[config.mk]
export PLATFORM = sky130hd
export DESIGN_NAME = line_printer_carriage_controller
export DESIGN_NICKNAME = d
export VERILOG_FILES = /design/src/lpcc_pkg.sv /design/src/line_printer_carriage_controller.sv
export SDC_FILE = /design/constraint.sdc
export NUM_CORES = 1
export LEC_CHECK = 0
export BUFFER_PORTS_ARGS = -buffer_cell sky130_fd_sc_hd__buf_4
export CAP_MARGIN = 15
export CORE_MARGIN = 1.5
export CORE_UTILIZATION = 56
export CTS_BUF_LIST = sky130_fd_sc_hd__clkbuf_2
export DETAILED_ROUTE_END_ITERATION = 16
export GPL_ROUTABILITY_DRIVEN = 0
export PLACE_DENSITY_LB_ADDON = 0.15
export RECOVER_POWER = 100
export SYNTH_ARGS = -nofsm -noshare
export SYNTH_HDL_FRONTEND = slang
export SYNTH_SLANG_ARGS = --single-unit
export TNS_END_PERCENT = 20
[constraint.sdc]
create_clock -name clock -period 6.5 [get_ports clock]
set_clock_uncertainty 0.2 [all_clocks]
set_input_delay 1.95 -clock clock [delete_from_list [all_inputs] [get_ports clock]]
set_output_delay 1.95 -clock clock [all_outputs]
set_load 0.01 [all_outputs]
[src/lpcc_pkg.sv]
`timescale 1ns / 1ps
// ----------------------------------------------------------------------------
// lpcc_pkg
// Shared types, status bit masks and reset values of the carriage controller.
// ----------------------------------------------------------------------------
package lpcc_pkg;

   localparam int ROW_W     = 7;
   localparam int CHAN_W    = 8;
   localparam int WHEEL_W   = 6;
   localparam int STATUS_W  = 16;
   localparam int MOD_W     = 16;
   localparam int ACTION_W  = 3;
   localparam int ERR_W     = 2;
   localparam int CSR_IDX_W = 3;
   localparam int CSR_DATA_W = 8;

   localparam int WHEEL_POSITIONS_DEF = 48;

   localparam int REQ_DATA_W = 24;
   localparam int RSP_DATA_W = 40;

   localparam logic [STATUS_W-1:0] ST_EMITTER   = 16'h8000;
   localparam logic [STATUS_W-1:0] ST_SKIP_RSP  = 16'h4000;
   localparam logic [STATUS_W-1:0] ST_SPACE_RSP = 16'h2000;
   localparam logic [STATUS_W-1:0] ST_CARR_BUSY = 16'h1000;
   localparam logic [STATUS_W-1:0] ST_NOT_READY = 16'h0400;
   localparam logic [STATUS_W-1:0] ST_PRT_BUSY  = 16'h0200;
   localparam logic [STATUS_W-1:0] ST_CHANNELS  = 16'h00FF;

   localparam logic [MOD_W-1:0] MOD_RESET_RSP   = 16'h0001;
   localparam logic [MOD_W-1:0] MOD_START_PRINT = 16'h0080;
   localparam logic [MOD_W-1:0] MOD_STOP_PRINT  = 16'h0040;
   localparam logic [MOD_W-1:0] MOD_START_SKIP  = 16'h0004;
   localparam logic [MOD_W-1:0] MOD_STOP_SKIP   = 16'h0002;
   localparam logic [MOD_W-1:0] MOD_SPACE       = 16'h0001;

   typedef enum logic [ACTION_W-1:0] {
      ACT_READ    = 3'd0,
      ACT_SENSE   = 3'd1,
      ACT_CONTROL = 3'd2,
      ACT_TICK    = 3'd3
   } action_type;

   typedef enum logic [ERR_W-1:0] {
      ERR_NONE       = 2'd0,
      ERR_BAD_ACTION = 2'd1,
      ERR_SKIP_SPACE = 2'd2
   } err_type;

   typedef enum logic [CSR_IDX_W-1:0] {
      CSR_PAGE_LENGTH = 3'd0,
      CSR_PUNCH_A_ROW = 3'd1,
      CSR_PUNCH_A_CH  = 3'd2,
      CSR_PUNCH_B_ROW = 3'd3,
      CSR_PUNCH_B_CH  = 3'd4,
      CSR_ONLINE      = 3'd5
   } csr_idx_type;

   localparam logic [ROW_W-1:0]  PAGE_LENGTH_RST = 7'd66;
   localparam logic [ROW_W-1:0]  PUNCH_A_ROW_RST = 7'd6;
   localparam logic [CHAN_W-1:0] PUNCH_A_CH_RST  = 8'd1;
   localparam logic [ROW_W-1:0]  PUNCH_B_ROW_RST = 7'd12;
   localparam logic [CHAN_W-1:0] PUNCH_B_CH_RST  = 8'd128;
   localparam logic              ONLINE_RST      = 1'b1;

   function automatic logic [CHAN_W-1:0] row_channels(
      input logic [ROW_W-1:0]  row,
      input logic [ROW_W-1:0]  a_row,
      input logic [CHAN_W-1:0] a_ch,
      input logic [ROW_W-1:0]  b_row,
      input logic [CHAN_W-1:0] b_ch
   );
      logic [CHAN_W-1:0] c;
      c = '0;
      if (row == a_row) c = c | a_ch;
      if (row == b_row) c = c | b_ch;
      return c;
   endfunction

   localparam logic [STATUS_W-1:0] STATUS_RST =
      {8'h00, row_channels(7'd0, PUNCH_A_ROW_RST, PUNCH_A_CH_RST,
                           PUNCH_B_ROW_RST, PUNCH_B_CH_RST)}
      | (ONLINE_RST ? 16'h0000 : ST_NOT_READY);

endpackage

[src/line_printer_carriage_controller.sv]
`timescale 1ns / 1ps
// ----------------------------------------------------------------------------
// line_printer_carriage_controller
// Drum line printer controller: read, sense, control and service tick words.
// ----------------------------------------------------------------------------
//  channel | dir | fields
//  req     | in  | tuser: action; tdata: modifier, buffer_ready
//  rsp     | out | tdata: read_data, status_word, interrupt_request,
//          |     |        forms_check_lamp, print_check_lamp, error_code,
//          |     |        current_row
//  csr     | in  | write enable, register index, write data
//
//  One word per cycle while results are taken; the result is registered and shows in the cycle after acceptance.
//  Next punched row of a skip is found by comparing both punches in one pass.
//  Synchronous active-high reset restores registers and clears all activity.
//  A stalled result holds in the output register; req_tready drops only then.
// ----------------------------------------------------------------------------
module line_printer_carriage_controller
   import lpcc_pkg::*;
#(
   parameter int WHEEL_POSITIONS = WHEEL_POSITIONS_DEF
) (
   input  logic                    clock,
   input  logic                    reset,
   input  logic                    req_tvalid,
   output logic                    req_tready,
   input  logic [REQ_DATA_W-1:0]   req_tdata,  // modifier[15:0], buffer_ready[16]
   input  logic [ACTION_W-1:0]     req_tuser,  // action[2:0]
   output logic                    rsp_tvalid,
   input  logic                    rsp_tready,
   // read_data[5:0], status_word[21:6], interrupt_request[22],
   // forms_check_lamp[23], print_check_lamp[24], error_code[26:25],
   // current_row[33:27]
   output logic [RSP_DATA_W-1:0]   rsp_tdata,
   input  logic                    csr_we,
   input  logic [CSR_IDX_W-1:0]    csr_index,
   input  logic [CSR_DATA_W-1:0]   csr_wdata
);

   logic [ROW_W-1:0]    page_length_ff, punch_a_row_ff, punch_b_row_ff;
   logic [CHAN_W-1:0]   punch_a_ch_ff, punch_b_ch_ff;
   logic                online_ff;

   logic [STATUS_W-1:0] status_ff, status_in, status_cfg_in;
   logic                print_ff, print_in, skip_ff, skip_in, space_ff, space_in;
   logic [WHEEL_W-1:0]  wheel_ff, wheel_in;
   logic [ROW_W-1:0]    row_ff, row_in;
   logic                pend_ff, pend_in, irq_ff, irq_in;
   logic                forms_ff, forms_in, dchk_ff, dchk_in;

   logic                rsp_valid_ff;
   logic [RSP_DATA_W-1:0] rsp_data_ff, rsp_data_in;

   logic                accept;
   action_type          action;
   logic [MOD_W-1:0]    modifier;
   logic                buf_ready;
   logic [WHEEL_W-1:0]  rd;
   logic [STATUS_W-1:0] sw;
   err_type             err;
   logic [ROW_W-1:0]    row_sp, row_sk;
   logic [WHEEL_W-1:0]  wheel_adv;

   function automatic logic [ROW_W-1:0] adv_row(
      input logic [ROW_W-1:0] r,
      input logic [ROW_W-1:0] len
   );
      logic [ROW_W:0] n;
      n = {1'b0, r} + 8'd1;
      return (n >= {1'b0, len}) ? '0 : n[ROW_W-1:0];
   endfunction

   // row where a skip from r stops
   function automatic logic [ROW_W-1:0] skip_row(
      input logic [ROW_W-1:0] r,
      input logic [ROW_W-1:0] len,
      input logic [ROW_W-1:0] qa,
      input logic             ca,
      input logic [ROW_W-1:0] qb,
      input logic             cb
   );
      logic           in_page, va, vb;
      logic [ROW_W:0] da, db;
      logic [ROW_W-1:0] res;
      in_page = r < len;
      va = ca && (qa < len);
      vb = cb && (qb < len);
      if (in_page) begin
         da = (qa > r) ? ({1'b0, qa} - {1'b0, r}) : ({1'b0, qa} + {1'b0, len} - {1'b0, r});
         db = (qb > r) ? ({1'b0, qb} - {1'b0, r}) : ({1'b0, qb} + {1'b0, len} - {1'b0, r});
      end else begin
         da = {1'b0, qa} + 8'd1;
         db = {1'b0, qb} + 8'd1;
      end
      if (len == '0) begin
         res = '0;
      end else if (va && (!vb || da <= db)) begin
         res = qa;
      end else if (vb) begin
         res = qb;
      end else begin
         res = in_page ? r : len - 7'd1;
      end
      return res;
   endfunction

   assign accept     = req_tvalid && req_tready;
   assign req_tready = !rsp_valid_ff || rsp_tready;
   assign rsp_tvalid = rsp_valid_ff;
   assign rsp_tdata  = rsp_data_ff;

   assign action    = action_type'(req_tuser);
   assign modifier  = req_tdata[MOD_W-1:0];
   assign buf_ready = req_tdata[MOD_W];

   always_comb begin
      logic [WHEEL_W:0] wn;
      wn = {1'b0, wheel_ff} + 7'd1;
      wheel_adv = (wn >= (WHEEL_W+1)'(WHEEL_POSITIONS)) ? '0 : wn[WHEEL_W-1:0];
   end

   assign row_sp = space_ff ? adv_row(row_ff, page_length_ff) : row_ff;
   assign row_sk = skip_row(row_sp, page_length_ff, punch_a_row_ff, |punch_a_ch_ff,
                            punch_b_row_ff, |punch_b_ch_ff);

   always_comb begin
      status_in = status_ff;
      print_in  = print_ff;
      skip_in   = skip_ff;
      space_in  = space_ff;
      wheel_in  = wheel_ff;
      row_in    = row_ff;
      pend_in   = pend_ff;
      irq_in    = irq_ff;
      forms_in  = forms_ff;
      dchk_in   = dchk_ff;
      rd        = '0;
      sw        = '0;
      err       = ERR_NONE;
      case (action)
         ACT_READ: begin
            rd = wheel_ff;
            if (!print_ff) wheel_in = wheel_adv;
         end
         ACT_SENSE: begin
            sw = status_ff;
            if ((modifier & MOD_RESET_RSP) != '0) begin
               status_in = status_ff & ~(ST_EMITTER | ST_SKIP_RSP | ST_SPACE_RSP);
               irq_in    = 1'b0;
            end
         end
         ACT_CONTROL: begin
            if ((modifier & MOD_START_PRINT) != '0) print_in = 1'b1;
            if ((modifier & MOD_STOP_PRINT)  != '0) print_in = 1'b0;
            if ((modifier & MOD_START_SKIP)  != '0) skip_in  = 1'b1;
            if ((modifier & MOD_STOP_SKIP)   != '0) skip_in  = 1'b0;
            if ((modifier & MOD_SPACE)       != '0) space_in = 1'b1;
            pend_in   = print_in || skip_in || space_in;
            status_in = pend_in ? (status_in | ST_PRT_BUSY) : (status_in & ~ST_PRT_BUSY);
            status_in = (skip_in || space_in) ? (status_in | ST_CARR_BUSY)
                                              : (status_in & ~ST_CARR_BUSY);
            if (skip_in && space_in) err = ERR_SKIP_SPACE;
         end
         ACT_TICK: begin
            if (pend_ff) begin
               pend_in = 1'b0;
               if ((status_ff & ST_NOT_READY) != '0) begin
                  forms_in = 1'b1;
                  print_in = 1'b0;
                  skip_in  = 1'b0;
                  space_in = 1'b0;
               end else begin
                  if (space_ff) begin
                     row_in    = row_sp;
                     status_in = (status_in & ~(ST_PRT_BUSY | ST_CARR_BUSY))
                                 | ST_SPACE_RSP;
                     irq_in    = 1'b1;
                     space_in  = 1'b0;
                  end
                  if (skip_ff) begin
                     row_in    = row_sk;
                     status_in = status_in | ST_SKIP_RSP;
                     irq_in    = 1'b1;
                  end
                  // channel bits follow the row only when the carriage moves
                  if (space_ff || skip_ff) begin
                     status_in = (status_in & ~ST_CHANNELS)
                                 | {8'h00, row_channels(row_in, punch_a_row_ff,
                                    punch_a_ch_ff, punch_b_row_ff, punch_b_ch_ff)};
                  end
                  if (print_ff && !buf_ready) begin
                     dchk_in  = 1'b1;
                     print_in = 1'b0;
                     skip_in  = 1'b0;
                     space_in = 1'b0;
                  end else begin
                     if (print_ff) begin
                        wheel_in  = wheel_adv;
                        status_in = status_in | ST_EMITTER;
                        irq_in    = 1'b1;
                     end
                     if (print_ff || skip_ff) begin
                        status_in = status_in | ST_PRT_BUSY;
                        pend_in   = 1'b1;
                     end else begin
                        status_in = status_in & ~ST_PRT_BUSY;
                     end
                  end
               end
            end
         end
         default: begin
            err = ERR_BAD_ACTION;
         end
      endcase
      rsp_data_in = {6'd0, row_in, err, dchk_in, forms_in, irq_in, sw, rd};
   end

   // not-ready bit follows the online register write
   always_comb begin
      status_cfg_in = accept ? status_in : status_ff;
      if (csr_we && (csr_idx_type'(csr_index) == CSR_ONLINE)) begin
         status_cfg_in = csr_wdata[0] ? (status_cfg_in & ~ST_NOT_READY)
                                      : (status_cfg_in | ST_NOT_READY);
      end
   end

   always_ff @(posedge clock) begin
      if (reset) begin
         page_length_ff <= PAGE_LENGTH_RST;
         punch_a_row_ff <= PUNCH_A_ROW_RST;
         punch_a_ch_ff  <= PUNCH_A_CH_RST;
         punch_b_row_ff <= PUNCH_B_ROW_RST;
         punch_b_ch_ff  <= PUNCH_B_CH_RST;
         online_ff      <= ONLINE_RST;
         status_ff      <= STATUS_RST;
         print_ff       <= 1'b0;
         skip_ff        <= 1'b0;
         space_ff       <= 1'b0;
         wheel_ff       <= '0;
         row_ff         <= '0;
         pend_ff        <= 1'b0;
         irq_ff         <= 1'b0;
         forms_ff       <= 1'b0;
         dchk_ff        <= 1'b0;
         rsp_valid_ff   <= 1'b0;
      end else begin
         status_ff <= status_cfg_in;
         if (accept) begin
            print_ff     <= print_in;
            skip_ff      <= skip_in;
            space_ff     <= space_in;
            wheel_ff     <= wheel_in;
            row_ff       <= row_in;
            pend_ff      <= pend_in;
            irq_ff       <= irq_in;
            forms_ff     <= forms_in;
            dchk_ff      <= dchk_in;
            rsp_valid_ff <= 1'b1;
         end else if (rsp_tready) begin
            rsp_valid_ff <= 1'b0;
         end
         if (csr_we) begin
            case (csr_idx_type'(csr_index))
               CSR_PAGE_LENGTH: page_length_ff <= csr_wdata[ROW_W-1:0];
               CSR_PUNCH_A_ROW: punch_a_row_ff <= csr_wdata[ROW_W-1:0];
               CSR_PUNCH_A_CH:  punch_a_ch_ff  <= csr_wdata;
               CSR_PUNCH_B_ROW: punch_b_row_ff <= csr_wdata[ROW_W-1:0];
               CSR_PUNCH_B_CH:  punch_b_ch_ff  <= csr_wdata;
               CSR_ONLINE:      online_ff      <= csr_wdata[0];
               default: begin
               end
            endcase
         end
      end
   end

   always_ff @(posedge clock) begin
      if (accept) rsp_data_ff <= rsp_data_in;
   end

   // a pending event always has an activity behind it
   a_pend_tracks_activity: assert property (@(posedge clock) disable iff (reset)
      pend_ff == (print_ff || skip_ff || space_ff))
      else $error("event pending out of step with activities");

   a_row_in_range: assert property (@(posedge clock) disable iff (reset)
      row_ff != 7'h7F)
      else $error("page row out of range");

   a_wheel_in_range: assert property (@(posedge clock) disable iff (reset)
      {1'b0, wheel_ff} < 7'(WHEEL_POSITIONS))
      else $error("wheel position out of range");

   a_online_matches_status: assert property (@(posedge clock) disable iff (reset)
      online_ff == ((status_ff & ST_NOT_READY) == '0))
      else $error("not-ready bit disagrees with online register");

   a_err_code_valid: assert property (@(posedge clock) disable iff (reset)
      rsp_valid_ff |-> rsp_data_ff[26:25] != 2'd3)
      else $error("undefined error code");

endmodule

Word-level counts from Yosys, hierarchy flattened
Cells that the tools add are included.
{"block": "totals", "mem_bits_ro": 0, "reg_bits": 108, "n_memories": 0, "latch_bits": 0, "mem_bits_rw": 0, "elab_cells": 189}
{"block": "classes", "n_addsub": 11, "div": 0, "reduce_logical": 38, "mul": 0, "n_shift": 0, "muxes": 92, "n_lt_le_gt_ge": 8, "eq_ne": 18, "bitwise_logic": 2}
{"cell": "16-bit two-way mux", "n": 10}
{"cell": "8-bit two-way mux", "n": 14}
{"cell": "7-bit two-way mux", "n": 14}
{"cell": "16-bit one-hot mux with 3 select lines", "n": 1}
{"cell": "6-bit two-way mux", "n": 6}
{"cell": "1-bit two-way mux", "n": 32}
{"cell": "7-bit by 1-bit adder with 8-bit output, second input constant", "n": 3}
{"cell": "11-bit two-way mux", "n": 2}
{"cell": "7-bit < comparator", "n": 3}
{"cell": "10-bit two-way mux", "n": 2}
{"cell": "7-bit by 7-bit adder with 8-bit output", "n": 2}
{"cell": "16-bit by 8-bit OR with 16-bit output", "n": 1}
{"cell": "8-bit OR reduction", "n": 2}
{"cell": "7-bit by 7-bit subtractor with 8-bit output", "n": 2}
{"cell": "8-bit by 7-bit subtractor with 8-bit output", "n": 2}
{"cell": "15-bit two-way mux", "n": 1}
{"cell": "7-bit equality test", "n": 2}
{"cell": "7-bit > comparator", "n": 2}
{"cell": "14-bit two-way mux", "n": 1}
{"cell": "13-bit two-way mux", "n": 1}
{"cell": "3-bit by 2-bit equality test with 1-bit output, second input constant", "n": 4}
{"cell": "2-bit inequality test, second input constant", "n": 6}
{"cell": "6-bit one-hot mux with 2 select lines", "n": 1}
{"cell": "2-bit AND reduction", "n": 6}
{"cell": "other kinds (23)", "n": 49}

Longest topological paths before layout
{"block": "logic_depth", "ltp_word": 39, "mapped_depth": 37}

Worst setup path after synthesis
No wires, ideal clock.
{"block": "synth_timing", "kind": "flip-flop to flip-flop", "start": "reg row_ff[0]", "end": "reg status_ff[0]", "setup_time_ps": 74, "synth_period_minus_slack_ps": 7168, "setup_slack_ps": -668, "required_time_ps": 6226, "path_stages_with_launch": 32, "t_arrival_ps": 6894, "n_path_buf": 4, "path_cell_list": "dfxtp_1 ha_1 nand3_2 or3_1 and2_1 inv_1 ha_1 and3_1 o21ai_1 nor2_4 o32a_1 inv_1 ha_1 a211o_1 a221oi_1 o211a_1 buf_6 clkbuf_1 clkbuf_1 o21ai_0 ha_1 o21a_1 o31ai_1 a211oi_1 o311a_1 or2_1 clkbuf_1 o21ai_0 a2111o_1 nor4_4 nand4_1 a31oi_1"}
{"block": "synth_via", "elab_chain_len": 39, "word_cells_on_any_way": 51, "classes_between": "add/sub: 5; order compare: 5; eq/ne: 2; mux: 35; bitwise: 2; reduce/logical: 2"}
{"element": "start, declared", "line_no": "line_printer_carriage_controller.sv:47", "text": "logic [ROW_W-1:0] row_ff, row_in;"}
{"element": "start signal, assigned", "line_no": "line_printer_carriage_controller.sv:254", "text": "row_ff <= row_in;"}
{"element": "7-bit by 1-bit adder with 8-bit output", "line_no": "line_printer_carriage_controller.sv:69", "text": "n = {1'b0, r} + 8'd1;"}
{"element": "8-bit by 7-bit greater-or-equal comparator with 1-bit output", "line_no": "line_printer_carriage_controller.sv:70", "text": "return (n >= {1'b0, len}) ? '0 : n[ROW_W-1:0];"}
{"element": "7-bit two-way mux", "line_no": "line_printer_carriage_controller.sv:70"}
{"element": "7-bit two-way mux", "line_no": "line_printer_carriage_controller.sv:122", "text": "assign row_sp = space_ff ? adv_row(row_ff, page_length_ff) : row_ff;"}
{"element": "8-bit by 7-bit subtractor with 8-bit output, or another cell as far along", "line_no": "line_printer_carriage_controller.sv:89", "text": "da = (qa > r) ? ({1'b0, qa} - {1'b0, r}) : ({1'b0, qa} + {1'b0, len} - {1'b0, r});"}
{"element": "8-bit two-way mux (on tied branches)", "line_no": "line_printer_carriage_controller.sv:89, line_printer_carriage_controller.sv:90"}
{"element": "8-bit two-way mux", "line_no": "line_printer_carriage_controller.sv:88", "text": "if (in_page) begin"}
{"element": "8-bit <= comparator", "line_no": "line_printer_carriage_controller.sv:97", "text": "end else if (va && (!vb || da <= db)) begin"}
{"element": "[... 23 more ...]"}
{"element": "10-bit two-way mux", "line_no": "line_printer_carriage_controller.sv:202", "text": "if (print_ff || skip_ff) begin"}
{"element": "16-bit two-way mux (*)", "line_no": "line_printer_carriage_controller.sv:191", "text": "if (print_ff && !buf_ready) begin"}
{"element": "16-bit two-way mux (*)", "line_no": "line_printer_carriage_controller.sv:167", "text": "if ((status_ff & ST_NOT_READY) != '0) begin"}
{"element": "16-bit two-way mux (*)", "line_no": "line_printer_carriage_controller.sv:165", "text": "if (pend_ff) begin"}
{"element": "16-bit one-hot mux with 3 select lines (*)", "line_no": "line_printer_carriage_controller.sv:140", "text": "case (action)"}
{"element": "16-bit two-way mux (*)", "line_no": "line_printer_carriage_controller.sv:221", "text": "status_cfg_in = accept ? status_in : status_ff;"}
{"element": "11-bit two-way mux", "line_no": "line_printer_carriage_controller.sv:223", "text": "status_cfg_in = csr_wdata[0] ? (status_cfg_in & ~ST_NOT_READY)"}
{"element": "11-bit two-way mux (*)", "line_no": "line_printer_carriage_controller.sv:222", "text": "if (csr_we && (csr_idx_type'(csr_index) == CSR_ONLINE)) begin"}
{"element": "end signal, assigned", "line_no": "line_printer_carriage_controller.sv:248", "text": "status_ff <= status_cfg_in;"}
{"element": "end, declared", "line_no": "line_printer_carriage_controller.sv:44", "text": "logic [STATUS_W-1:0] status_ff, status_in, status_cfg_in;"}
Every way passes the cells marked *; elsewhere a longest branch is shown, timed or not. The select of a mux whose other input is x is not followed.
A chain may end at the register's enable or synchronous reset.

Worst setup path after layout
{"block": "layout_timing", "start": "reg row_ff[0]", "end": "reg status_ff[6]"}
Same word-level chain as after synthesis.

==> metrics.md <==
| Metric | Value |
|---|---|
| Status | finished, violations left |
| Failing checks | capacitance limit, slew limit, setup timing |
| # IOs | 85 |
| Top cell type's share of synthesized area | 16.9% |
| Detail Placement HPWL | 20200 um |
| Overflow after GRT | 0 |
| Buf/Inv on CP | 4 |
| Max-cap violations | 1 |
| Crit Path Class | reg2reg |
| Clk slew on worst S/H paths | 300 ps |
| DR vias | 8984 |
| Most area-hungry cell type in the Yosys netlist | dfxtp_1 |
| Total Wirelength | 27100 um |
| Synth Area in Simple Gates | 22.2% |
| Largest net degree at the start of global routing | 55 |
| Max incr delay on CP | 430 ps |
| Fill count | 1282 |
| Primary FF master, synth | dfxtp_1 |
| Commonest cells in the netlist | nand2_1, a21oi_1, nor2_1 |
| Finished Layout Cells | 1442 |
| Skew-Pair Late Insertion Delay | 600 ps |
| Relative slew slack | -31.0% |
| Crit path DAT | 7120 ps |
| Synthesized area | 8750 sq um |
| Die area | 16400 sq um |
| Critical Path Most Common Cell | a21o_1 |
| Starting DRT DRC Count | 1019 |
| Flops & latches, synth | 108 |
| CP Data Required Time | 6860 ps |
| Complex-gate fraction of the synthesized area | 23.9% |
| Antenna Nets Post-Route | 0 |
| Adder and majority cell fraction of the synthesized area | 13.5% |
| Met3 routed WL | 2770 um |
| Initial Util | 57.4% |
| Crit path max fanout | 9 |
| Final Critical Period | 6760 ps |
| Tightest Pin Transition | 1970 ps |
| Ratio of cells with drive above 1 in the final layout | 20.0% |
| Final nets | 1354 |
| Die width | 128 um |
| CTS Buf Count | 9 |
| Met2 WL post-DR | 11800 um |
| Leak | 4.27 nW |
| Sequential element share of the synthesized area | 28.6% |
| Startpoint types | flop |
| Top routing layer in use | met4 |
| DR vias/cell | 6.23 |
| Cell family with most CP delay | simple AND/OR/NAND/NOR gates |
| Hold Path Class | reg2reg |
| Post-Syn Area per Cell | 8.15 sq um |
| Drt pass-1 iters | 6 |
| Peak supply drop | 0.166 mV |
| Yosys cell types | 80 |
| Clock Sinks | 108 |
| Pre-CTS setup slack | -449 ps |
| Slowest-stage cell, CP | dfxtp_4 |
| Slew Viols, Final | 38 |
| Tcrit/Tclk final | 104% |
| Critical path endpoint category | flop |
| Met1 WL | 11500 um |
| Largest family of logic cells by synthesized area | compound AO/OA/AOI/OAI gates |
| Global-route usage over all layers | 33.5% |
| Number of synthesized flops with an enable pin | 34 |
| IO Port Bufs | 60 |
| RSZ-0062 raised after global routing | yes |
| Final worst slack | -263 ps |
| Async SR Flop Fraction | 0% |
| Drt drc | 0 |
| Avg WL per Cell | 18.8 um |
| YS warnings | 0 |
| Fmax | 148 MHz |
| Count leader, synth | nand2_1 |
| # placed instances | 1417 |
| Clock Root Buffer | clkbuf_2 |
| XOR/XNOR Fraction of Synth Area | 3.90% |
| CTS tree | built |
| CTS max path bufs | 2 |
| Vias in the first global route | 8341 |
| Initial antenna violation count | 0 |
| Final number of hold-violating endpoints | 0 |
| PD cells | 139 nW/um^2 |
| First-pass GRT wire length | 43200 um |
| Core ar. | 15300 sq um |
| Chip height | 128 um |
| Setup violators final | 12 |
| H-tree depth | 3 |
| Mux cell area share after synthesis | 2.53% |
| Rows | 45 |
| Final TNS setup | -2290 ps |
| Diodes inserted | 0 |
| Hold Slack | 281 ps |
| Area Growth Syn to Fin | 20.2% |
| Top cells by area, synth | dfxtp_1, edfxtp_1, ha_1, nand2_1, a21oi_1 |
| Synthesized netlist cell count | 1074 |
power by group:
| part | switching, W | internal, W | leakage (nW) | total [W] |
|---|---|---|---|---|
| Sequential | 0.0000139 | 0.000714 | 0.945 | 0.000728 |
| Combinational | 0.000252 | 0.000188 | 3.25 | 0.000440 |
| Clock | 0.000236 | 0.0000580 | 0.0650 | 0.000294 |
worst paths after layout:
path / cells past startpoint / endpoint / start / slack [ps]
setup / recovery: 35 / status_ff[6]$_SDFFE_PP0P_ / row_ff[0]$_SDFFE_PP0P_ / -260
hold / removal: 1 / status_ff[11]$_SDFFE_PP0P_ / status_ff[11]$_SDFFE_PP0P_ / 280
setup reg to reg: 35 / status_ff[6]$_SDFFE_PP0P_ / row_ff[0]$_SDFFE_PP0P_ / -260
hold reg to reg: 1 / status_ff[11]$_SDFFE_PP0P_ / status_ff[11]$_SDFFE_PP0P_ / 280
registers in the layout, indices dropped and copies added, names as in the netlist:
signal,cells
dchk_ff,1
forms_ff,1
irq_ff,1
page_length_ff,7
pend_ff,1
print_ff,1
punch_a_ch_ff,8
punch_a_row_ff,7
punch_b_ch_ff,8
punch_b_row_ff,7
row_ff,7
rsp_tdata,34
rsp_tvalid,1
skip_ff,1
space_ff,1
status_ff,16
wheel_ff,6
timing repair:
action / 4_1_cts / 5_1_grt
resized for setup: 42 / 21
endpoints found under the setup margin: 22 / 22
hold buffers: 0 / 0
buffers inserted: 6 / 3
cloned: 0 / 0
pin swaps: 20 / 14
placed cells by master, fill, tap and decap left out, types with 19 or more instances in the layout:
| cell type | instances |
|---|---|
| and3_1 | 27 |
| a21o_1 | 25 |
| clkbuf_1 | 41 |
| nor2b_1 | 19 |
| dfxtp_1 | 69 |
| nor2_1 | 81 |
| xnor2_1 | 25 |
| nand4_1 | 24 |
| buf_4 | 150 |
| nand3_1 | 35 |
| inv_1 | 46 |
| o21ai_0 | 43 |
| ha_1 | 63 |
| nand2_1 | 124 |
| a21oi_1 | 75 |
| edfxtp_1 | 34 |
worst register-to-register path: cells and delay by family (launching register included):
family,cells,cell delay [ps]
compound gates,11,1930
fa+ha+maj,5,1190
mux,2,290
buf+inv,4,620
simple gates,13,2050
flops,1,430
cell type report:
| type | instances | area [sq um] | share of cell area (%) |
|---|---|---|---|
| timing repair buffer | 197 | 1350 | 12.9 |
| clock buffer | 9 | 45.0 | 0.428 |
| sequential | 108 | 2520 | 23.9 |
| clock inverter | 7 | 61.3 | 0.583 |
| multi-input combinational | 858 | 6090 | 57.9 |
| tap | 211 | 264 | 2.51 |
| inverter | 52 | 195 | 1.85 |
cells by family after synthesis:
| logic type | after synthesis |
|---|---|
| and+or+nand+nor | 396 |
| adders and majority gates | 85 |
| AOI/OAI and AO/OA | 312 |
| DFF | 108 |
| buffers and inverters | 113 |
| muxes | 20 |
| xor gates and xnor gates | 39 |
| other | 1 |
through the flow:
stage / instance area [sq um] / util [%] / total power [W]
final: 10500 / 69.0 / 0.00146
after global routing: 10500 / 69.0 / 0.00154
after CTS: 10600 / 69.4 / 0.00146
after detailed placement: 10300 / 67.4 / 0.00114
after global placement: 10300 / 67.4 / 0.00113
after floorplan: 8890 / - / 0.000994
metal layers:
metal	global-route usage, %	vias to the layer above
met2	50.9	512
met4	12.4	0
met5	0	-
met3	7.68	106
li1	-	4217
met1	46.5	4149
Power figures use the tool's default switching activity.
